[src/hw/rtl/pf6kw_pkg.sv]
// types and constants shared by the 6k+-1 wheel prime factorizer
// no dependencies; imported by the top level and the testbench
package pf6kw_pkg;

    // controller states, one-hot
    typedef enum logic [5:0] {
        ST_IDLE  = 6'b000001,
        ST_START = 6'b000010,
        ST_DIV   = 6'b000100,
        ST_EVAL  = 6'b001000,
        ST_FLUSH = 6'b010000,
        ST_EMPTY = 6'b100000
    } state_t;

    // which divisor is being stripped
    typedef enum logic [2:0] {
        STG_TWO    = 3'd0,
        STG_THREE  = 3'd1,
        STG_CHECK  = 3'd2,  // first try of i, also tests i*i <= rem
        STG_FIRST  = 3'd3,  // further tries of i
        STG_SECOND = 3'd4   // tries of i+2
    } stage_t;

    localparam int FIRST_PRIME     = 2;
    localparam int LAST_SMALL      = 3;
    localparam int FIRST_CANDIDATE = 5;
    localparam int SECOND_OFFSET   = 2;
    localparam int WHEEL_STEP      = 6;

endpackage

[src/hw/rtl/prime_factorizer_6k_wheel_top.sv]
// prime factorizer top level: control sequencer and bit-serial divider
// depends on pf6kw_pkg
//
// usage:
//   s_axis carries one request: tdata holds number (VALUE_WIDTH bits, two's
//   complement), zero padded to whole bytes. m_axis returns the prime factors
//   in ascending order, one per result: tdata holds factor (VALUE_WIDTH-1
//   bits), tlast marks the final result of a request, tuser is the empty flag
//   (set, with factor 0, when the number is 1 or less).
//   one request is worked on at a time; s_axis_tready is high only when idle.
//   every trial division runs on a restoring divider that produces one
//   quotient bit per cycle; a trial is a load, one shift step for each
//   bit of the dividend, and an evaluate of the remainder.
//   the most recent factor is held back one step so that tlast can be set;
//   the output register holds a result until it is taken, and the sequencer
//   waits whenever a new result finds that register still full.
//   reset (asynchronous, active low) returns to idle with no result pending.
module prime_factorizer_6k_wheel_top
    import pf6kw_pkg::*;
#(
    parameter int VALUE_WIDTH = 32
) (
    input  logic                                   clk,
    input  logic                                   rst_n,
    input  logic                                   s_axis_tvalid,
    output logic                                   s_axis_tready,
    // [VALUE_WIDTH-1:0] number
    input  logic [((VALUE_WIDTH + 7) / 8) * 8 - 1:0] s_axis_tdata,
    output logic                                   m_axis_tvalid,
    input  logic                                   m_axis_tready,
    // [VALUE_WIDTH-2:0] factor
    output logic [((VALUE_WIDTH + 6) / 8) * 8 - 1:0] m_axis_tdata,
    output logic                                   m_axis_tlast,
    // [0] empty_res
    output logic                                   m_axis_tuser
);

    localparam int N     = VALUE_WIDTH - 1;
    localparam int DW    = (N + 1) / 2 + 1;
    localparam int CW    = $clog2(N);
    localparam int OUT_W = ((VALUE_WIDTH + 6) / 8) * 8;

    state_t          state_reg, state_next;
    stage_t          stage_reg, stage_next;
    logic [N-1:0]    rem_reg, rem_next;
    logic [DW-1:0]   base_reg, base_next;
    logic [DW-1:0]   div_reg, div_next;
    logic [DW-1:0]   pr_reg, pr_next;
    logic [N-1:0]    qs_reg, qs_next;
    logic [CW-1:0]   cnt_reg, cnt_next;
    logic            pend_valid_reg, pend_valid_next;
    logic [N-1:0]    pend_reg, pend_next;
    logic            out_valid_reg, out_valid_next;
    logic [N-1:0]    out_factor_reg, out_factor_next;
    logic            out_last_reg, out_last_next;
    logic            out_empty_reg, out_empty_next;

    logic            in_accept;
    logic            in_empty;
    logic            out_free;
    logic            out_load;
    logic [DW:0]     pr_shift;
    logic [DW:0]     pr_diff;
    logic [N-1:0]    div_wide;
    logic            past_root;
    logic            r_zero;
    logic            has_factor;
    logic [N-1:0]    factor_val;
    logic            blocked;

    assign s_axis_tready = (state_reg == ST_IDLE);
    assign in_accept     = s_axis_tvalid && s_axis_tready;
    assign in_empty      = s_axis_tdata[VALUE_WIDTH-1] || (s_axis_tdata[N-1:1] == '0);
    assign out_free      = !out_valid_reg || m_axis_tready;

    // one restoring step: shift in the next dividend bit, subtract if it fits
    assign pr_shift = {pr_reg, qs_reg[N-1]};
    assign pr_diff  = pr_shift - {1'b0, div_reg};

    assign div_wide   = N'(div_reg);
    assign r_zero     = (pr_reg == '0);
    assign past_root  = (stage_reg == STG_CHECK) && (div_wide > qs_reg);
    assign has_factor = past_root ? (rem_reg > N'(LAST_SMALL)) : r_zero;
    assign factor_val = past_root ? rem_reg : div_wide;
    assign blocked    = has_factor && pend_valid_reg && !out_free;

    always_comb
    begin
        state_next      = state_reg;
        stage_next      = stage_reg;
        rem_next        = rem_reg;
        base_next       = base_reg;
        div_next        = div_reg;
        pr_next         = pr_reg;
        qs_next         = qs_reg;
        cnt_next        = cnt_reg;
        pend_valid_next = pend_valid_reg;
        pend_next       = pend_reg;
        out_load        = 1'b0;
        out_factor_next = out_factor_reg;
        out_last_next   = out_last_reg;
        out_empty_next  = out_empty_reg;

        case (state_reg)
            ST_IDLE:
            begin
                if (in_accept)
                begin
                    if (in_empty)
                    begin
                        state_next = ST_EMPTY;
                    end
                    else
                    begin
                        rem_next   = s_axis_tdata[N-1:0];
                        stage_next = STG_TWO;
                        div_next   = DW'(FIRST_PRIME);
                        base_next  = '0;
                        state_next = ST_START;
                    end
                end
            end
            ST_START:
            begin
                pr_next    = '0;
                qs_next    = rem_reg;
                cnt_next   = '0;
                state_next = ST_DIV;
            end
            ST_DIV:
            begin
                if (!pr_diff[DW])
                begin
                    pr_next = pr_diff[DW-1:0];
                end
                else
                begin
                    pr_next = pr_shift[DW-1:0];
                end
                qs_next  = {qs_reg[N-2:0], !pr_diff[DW]};
                cnt_next = cnt_reg + 1'b1;
                if (cnt_reg == CW'(N - 1))
                begin
                    state_next = ST_EVAL;
                end
            end
            ST_EVAL:
            begin
                if (!blocked)
                begin
                    if (has_factor)
                    begin
                        if (pend_valid_reg)
                        begin
                            out_load        = 1'b1;
                            out_factor_next = pend_reg;
                            out_last_next   = 1'b0;
                            out_empty_next  = 1'b0;
                        end
                        pend_valid_next = 1'b1;
                        pend_next       = factor_val;
                    end
                    if (past_root)
                    begin
                        state_next = ST_FLUSH;
                    end
                    else if (r_zero)
                    begin
                        rem_next   = qs_reg;
                        state_next = ST_START;
                        if (stage_reg == STG_CHECK)
                        begin
                            stage_next = STG_FIRST;
                        end
                    end
                    else
                    begin
                        state_next = ST_START;
                        case (stage_reg)
                            STG_TWO:
                            begin
                                stage_next = STG_THREE;
                                div_next   = DW'(LAST_SMALL);
                            end
                            STG_THREE:
                            begin
                                stage_next = STG_CHECK;
                                base_next  = DW'(FIRST_CANDIDATE);
                                div_next   = DW'(FIRST_CANDIDATE);
                            end
                            STG_CHECK, STG_FIRST:
                            begin
                                stage_next = STG_SECOND;
                                div_next   = base_reg + DW'(SECOND_OFFSET);
                            end
                            default:
                            begin
                                stage_next = STG_CHECK;
                                base_next  = base_reg + DW'(WHEEL_STEP);
                                div_next   = base_reg + DW'(WHEEL_STEP);
                            end
                        endcase
                    end
                end
            end
            ST_FLUSH:
            begin
                if (out_free)
                begin
                    out_load        = 1'b1;
                    out_factor_next = pend_reg;
                    out_last_next   = 1'b1;
                    out_empty_next  = 1'b0;
                    pend_valid_next = 1'b0;
                    state_next      = ST_IDLE;
                end
            end
            ST_EMPTY:
            begin
                if (out_free)
                begin
                    out_load        = 1'b1;
                    out_factor_next = '0;
                    out_last_next   = 1'b1;
                    out_empty_next  = 1'b1;
                    state_next      = ST_IDLE;
                end
            end
            default:
            begin
                state_next = ST_IDLE;
            end
        endcase

        if (out_load)
        begin
            out_valid_next = 1'b1;
        end
        else if (m_axis_tready)
        begin
            out_valid_next = 1'b0;
        end
        else
        begin
            out_valid_next = out_valid_reg;
        end
    end

    always_ff @(posedge clk or negedge rst_n)
    begin
        if (!rst_n)
        begin
            state_reg      <= ST_IDLE;
            stage_reg      <= STG_TWO;
            rem_reg        <= '0;
            base_reg       <= '0;
            cnt_reg        <= '0;
            pend_valid_reg <= 1'b0;
            out_valid_reg  <= 1'b0;
        end
        else
        begin
            state_reg      <= state_next;
            stage_reg      <= stage_next;
            rem_reg        <= rem_next;
            base_reg       <= base_next;
            cnt_reg        <= cnt_next;
            pend_valid_reg <= pend_valid_next;
            out_valid_reg  <= out_valid_next;
        end
    end

    always_ff @(posedge clk)
    begin
        div_reg        <= div_next;
        pr_reg         <= pr_next;
        qs_reg         <= qs_next;
        pend_reg       <= pend_next;
        out_factor_reg <= out_factor_next;
        out_last_reg   <= out_last_next;
        out_empty_reg  <= out_empty_next;
    end

    assign m_axis_tvalid = out_valid_reg;
    assign m_axis_tdata  = OUT_W'(out_factor_reg);
    assign m_axis_tlast  = out_last_reg;
    assign m_axis_tuser  = out_empty_reg;

endmodule

[config.mk]
export PLATFORM = sky130hd
export DESIGN_NAME = prime_factorizer_6k_wheel_top
export DESIGN_NICKNAME = d
export VERILOG_FILES = /design/src/hw/rtl/pf6kw_pkg.sv /design/src/hw/rtl/prime_factorizer_6k_wheel_top.sv
export SDC_FILE = /design/constraint.sdc
export NUM_CORES = 1
export LEC_CHECK = 0
export ABC_AREA = 1
export BUFFER_PORTS_ARGS = -buffer_cell sky130_fd_sc_hd__buf_2
export CORE_MARGIN = 2
export CORE_UTILIZATION = 55
export DETAILED_ROUTE_END_ITERATION = 10
export PLACE_DENSITY = 0.75
export SETUP_SLACK_MARGIN = 0.5
export SLEW_MARGIN = 25
export SYNTH_ARGS = -nofsm -noshare
export SYNTH_HDL_FRONTEND = slang
export SYNTH_SLANG_ARGS = --single-unit
[constraint.sdc]
create_clock -name clk -period 3.3 [get_ports clk]
set_input_delay 0.66 -clock clk [delete_from_list [all_inputs] [get_ports clk]]
set_output_delay 0.66 -clock clk [all_outputs]
set_load 0.01 [all_outputs]
==> run_results.csv <==
group,metric,value,unit
sta,fin_crit,2.76,ns
worst_setup_path,critical_path.reg2reg.startpoint,"div_reg[11]",
sta,tns,0,ns
yosys,yosysWarningCount,0,
placed_design,place_hpwl,19000,um
die,io-pin-count,72,
pwr,sequentialPowerShare,0.366,
clocking,clock_path_buffers,2,
pwr,p_leak,5.71,nW
job,cap_viol_max_count,0,
drt,route.detailed.drc,0,
yosys,post_synth.cell_area_avg,8.32,um^2
grt,grt_pass1_vias,8918,
yosys,number_of_enable_type_register_cells_in_the_synthesized_netlist,129,
worst_setup_path,critical-path-top-delay-family,"simple AND/OR/NAND/NOR gates",
pwr,power.share.switching,0.426,
clocking,cts-buffers-inserted,17,
worst_setup_path,cp_max_fo,8,
worst_hold_path,worstHoldPathType,"in -> async",
yosys,async_flop_share,0.332,
pwr,p_per_area,828,mW/mm^2
worst_setup_path,r2r-end,"out_factor_reg[0]",
yosys,synth.cell_area,0.0109,mm^2
die,floorplan.die.width,145,um
worst_setup_path,critical_path_required,3.46,ns
drt,first_iter_violations,954,
sta,setup_viol_count_final,0,
sta,timing.fmax,362,MHz
placed_design,port_buffers,70,
grt,overflow,0,
layout,layout_cells_sized_above_1,0.145,
clocking,clk_latency,0.44,ns
clocking,cts_tree,"built",
placed_design,gp_congestion,0.957,
yosys,post-synth-top-count-cell,"sky130_fd_sc_hd__nand2_1",
worst_setup_path,reg2reg_depth,15,
yosys,synth_cell_type_count,45,
grt,grt_util_all_layers,0.262,
drt,route.vias.total,9425,
die,die-height,145,um
sta,worst_slew_pin_slew,0.807,ns
worst_setup_path,rrSetupSlack,0.54,ns
drt,number_of_vias_per_cell,5.63,
worst_setup_path,cp_cell_sequence,"ha_1 > nand2_2 > nor2_4 > nand2_2 > nor2_2 > nand2_1 > nand2_2 > nand2_2 > nand2_2 > nand2_4 > nand2_4 > nand4_1 > a21oi_4 > buf_12 > clkbuf_16",
clocking,cts_htree_levels,4,
layout,antenna_cells,0,
worst_setup_path,critPathLaunchType,"flip-flop",
sta,max_clock_skew,0.0112,ns
yosys,synth.top_cells.by_area,"sky130_fd_sc_hd__edfxtp_1, sky130_fd_sc_hd__dfrtp_1, sky130_fd_sc_hd__nand2_1, sky130_fd_sc_hd__inv_1, sky130_fd_sc_hd__o21ai_0",
pwr,ir_worst_vdd,0.452,mV
die,initial_core_util,0.561,
yosys,seq_area_frac_synth,0.501,
layout,final_nets,1471,
drt,finalWirelength,28500,um
grt,grt_first_pass_wirelength,44400,um
pwr,share_clk_of_total_power,0.199,
worst_setup_path,timing.critical_path.mode_cell,"sky130_fd_sc_hd__nand2_2",
yosys,synth.ff_latch_count,193,
pwr,intPower,0.00602,W
yosys,yosys-mux-area-fraction,0,
worst_setup_path,criticalPathCategory,"reg -> reg",
worst_setup_path,startpoint,"div_reg[11]",
die,design.die.area,0.0210,mm^2
yosys,post-synth-top-area-fraction,0.355,
yosys,netlist_instances,1313,
worst_setup_path,cpPeakStageDelay,0.50,ns
drt,drt_pass1_iterations,6,
yosys,yosys.area_share.xor_xnor,0.0209,
worst_setup_path,timing.critical_path.buf_inv,2,
clocking,cts_root_buffer,"sky130_fd_sc_hd__clkbuf_16",
drt,drt-wirelength-per-cell,17.0,um
grt,maximum_number_of_pins_on_one_net_before_global_route_repair,84,
die,core_ar,0.0195,mm^2
clocking,clkSlewWorstSetupHoldPaths,0.08,ns
worst_setup_path,crit_path_end_kind,"flip-flop",
worst_setup_path,cp_data_arrival_time,2.92,ns
pwr,p_sw,0.00446,W
yosys,dominantRegCellSynth,"sky130_fd_sc_hd__edfxtp_1",
sta,rsz0062_at_grt,"no",
worst_setup_path,slowest_stage,"sky130_fd_sc_hd__edfxtp_1",
yosys,nets_in_the_synthesized_netlist,1388,
yosys,synth_simple_gate_area_frac,0.241,
grt,antenna_found_initial,0,
placed_design,dpl_worst_slack,0.0945,ns
yosys,synthAdderAreaFrac,0.0454,
sta,worst_slack,0.541,ns
worst_setup_path,crit_cells,15,
sta,slew_viol_final,0,
sta,max-slew-margin-rel,0.462,
sta,final_period_utilization,0.836,
layout,fill_cells,1595,
run_status,status,"finished, final reports clean",
yosys,netlist.top_cell.by_area,"sky130_fd_sc_hd__edfxtp_1",
yosys,yosys-top-cells-count,"sky130_fd_sc_hd__nand2_1, sky130_fd_sc_hd__inv_1, sky130_fd_sc_hd__nor2_1",
yosys,synth-compound-area-share,0.0954,
yosys,synth_top_family_by_area,"simple AND/OR/NAND/NOR gates",
die,fp-row-count,51,
clocking,clkSinkCount,193,
layout,areaGrowthSynthToFinish,15.9,%
sta,finalHoldViolCount,0,
pwr,combPwrFrac,0.435,
drt,ant_nets,0,
worst_setup_path,cp-endpoint,"out_factor_reg[0]",
## cells in the final DEF, fill, tap and decap left out, types with 4 or more instances in the layout
cell,Yosys,layout
sky130_fd_sc_hd__nand3_1,41,41
sky130_fd_sc_hd__ha_1,38,34
sky130_fd_sc_hd__o21bai_1,4,4
sky130_fd_sc_hd__buf_6,5,4
sky130_fd_sc_hd__inv_1,199,197
sky130_fd_sc_hd__dfrtp_1,63,63
sky130_fd_sc_hd__nand2_4,1,4
sky130_fd_sc_hd__nor4_1,15,14
sky130_fd_sc_hd__a211oi_1,8,8
sky130_fd_sc_hd__clkbuf_16,0,21
sky130_fd_sc_hd__inv_8,0,4
sky130_fd_sc_hd__buf_12,0,6
sky130_fd_sc_hd__inv_2,5,5
sky130_fd_sc_hd__a31oi_1,4,4
sky130_fd_sc_hd__nand2_1,302,293
sky130_fd_sc_hd__nand2_2,3,9
sky130_fd_sc_hd__buf_4,2,31
sky130_fd_sc_hd__nand3_4,1,4
sky130_fd_sc_hd__nor3_1,14,13
sky130_fd_sc_hd__inv_6,0,4
sky130_fd_sc_hd__nand4_1,70,70
sky130_fd_sc_hd__xnor2_1,6,6
sky130_fd_sc_hd__clkinv_8,0,6
sky130_fd_sc_hd__nor2_1,132,128
sky130_fd_sc_hd__buf_2,15,70
sky130_fd_sc_hd__xor2_1,20,20
sky130_fd_sc_hd__o21ai_0,112,112
sky130_fd_sc_hd__ha_4,0,4
sky130_fd_sc_hd__a21oi_1,54,51
sky130_fd_sc_hd__edfxtp_1,129,129
sky130_fd_sc_hd__or2_2,12,12
sky130_fd_sc_hd__nor2_2,2,4
## cells by family after synthesis
kind of cell,after synthesis
AO/OA/AOI/OAI,195
XOR/XNOR,26
adder cells (fa/ha/maj),39
buffers and inverters,260
flip-flops,193
other,1
AND/OR/NAND/NOR,599
## how the worst min path moves through the flow
stage	endpoint	cells after the start
after floorplan	base_reg[0]	0
after global placement	rem_reg[3]	2
after detailed placement	rem_reg[3]	2
after CTS	base_reg[8]	1
after global routing	base_reg[7]	1
final	base_reg[8]	1
## layout make-up
type                    count  area (um^2)  share of cell area
well taps                 265          332              0.0262
clock inverters            15          181              0.0143
multi-input cells         863         4610               0.364
inverters                 205          776              0.0613
clock buffers              17          425              0.0336
flip-flops and latches    193         5480               0.433
repair buffers            116          863              0.0682
## routing by layer
metal | track usage | vias to the layer above | part of all wire
met4 | 0.106 | 0 | 0.030
li1 | - | 4522 | -
met5 | 0 | - | 0
met2 | 0.435 | 401 | 0.49
met1 | 0.352 | 4445 | 0.41
met3 | 0.0349 | 57 | 0.066
## what timing repair did
action,4_1_cts,5_1_grt
pin swaps,2,14
buffers inserted,7,12
hold buffers,0,0
resized for setup,7,31
setup endpoints to repair,62,150
gates cloned,1,7
## metrics by stage
stage,area [um^2],hold slack (ns),util,total power [W],cells
2_1_floorplan,10900,0.364,-,0.00665,1313
3_3_place_gp,11600,0.484,0.594,0.00763,1614
3_5_place_dp,11600,0.481,0.595,0.00774,1615
4_1_cts,12300,0.225,0.631,0.00997,1655
5_1_grt,12700,0.248,0.651,0.0112,1674
6_report,12700,0.207,0.651,0.0105,1674
## power by group through the flow
stage	logic (W)	clock network, W	registers, W
floorplan	0.00293	0	0.00372
global placement	0.00377	0	0.00387
detailed placement	0.00387	0	0.00387
CTS	0.00404	0.00210	0.00382
global route	0.00506	0.00220	0.00389
finish	0.00456	0.00209	0.00384
Power figures use the tool's default switching activity.
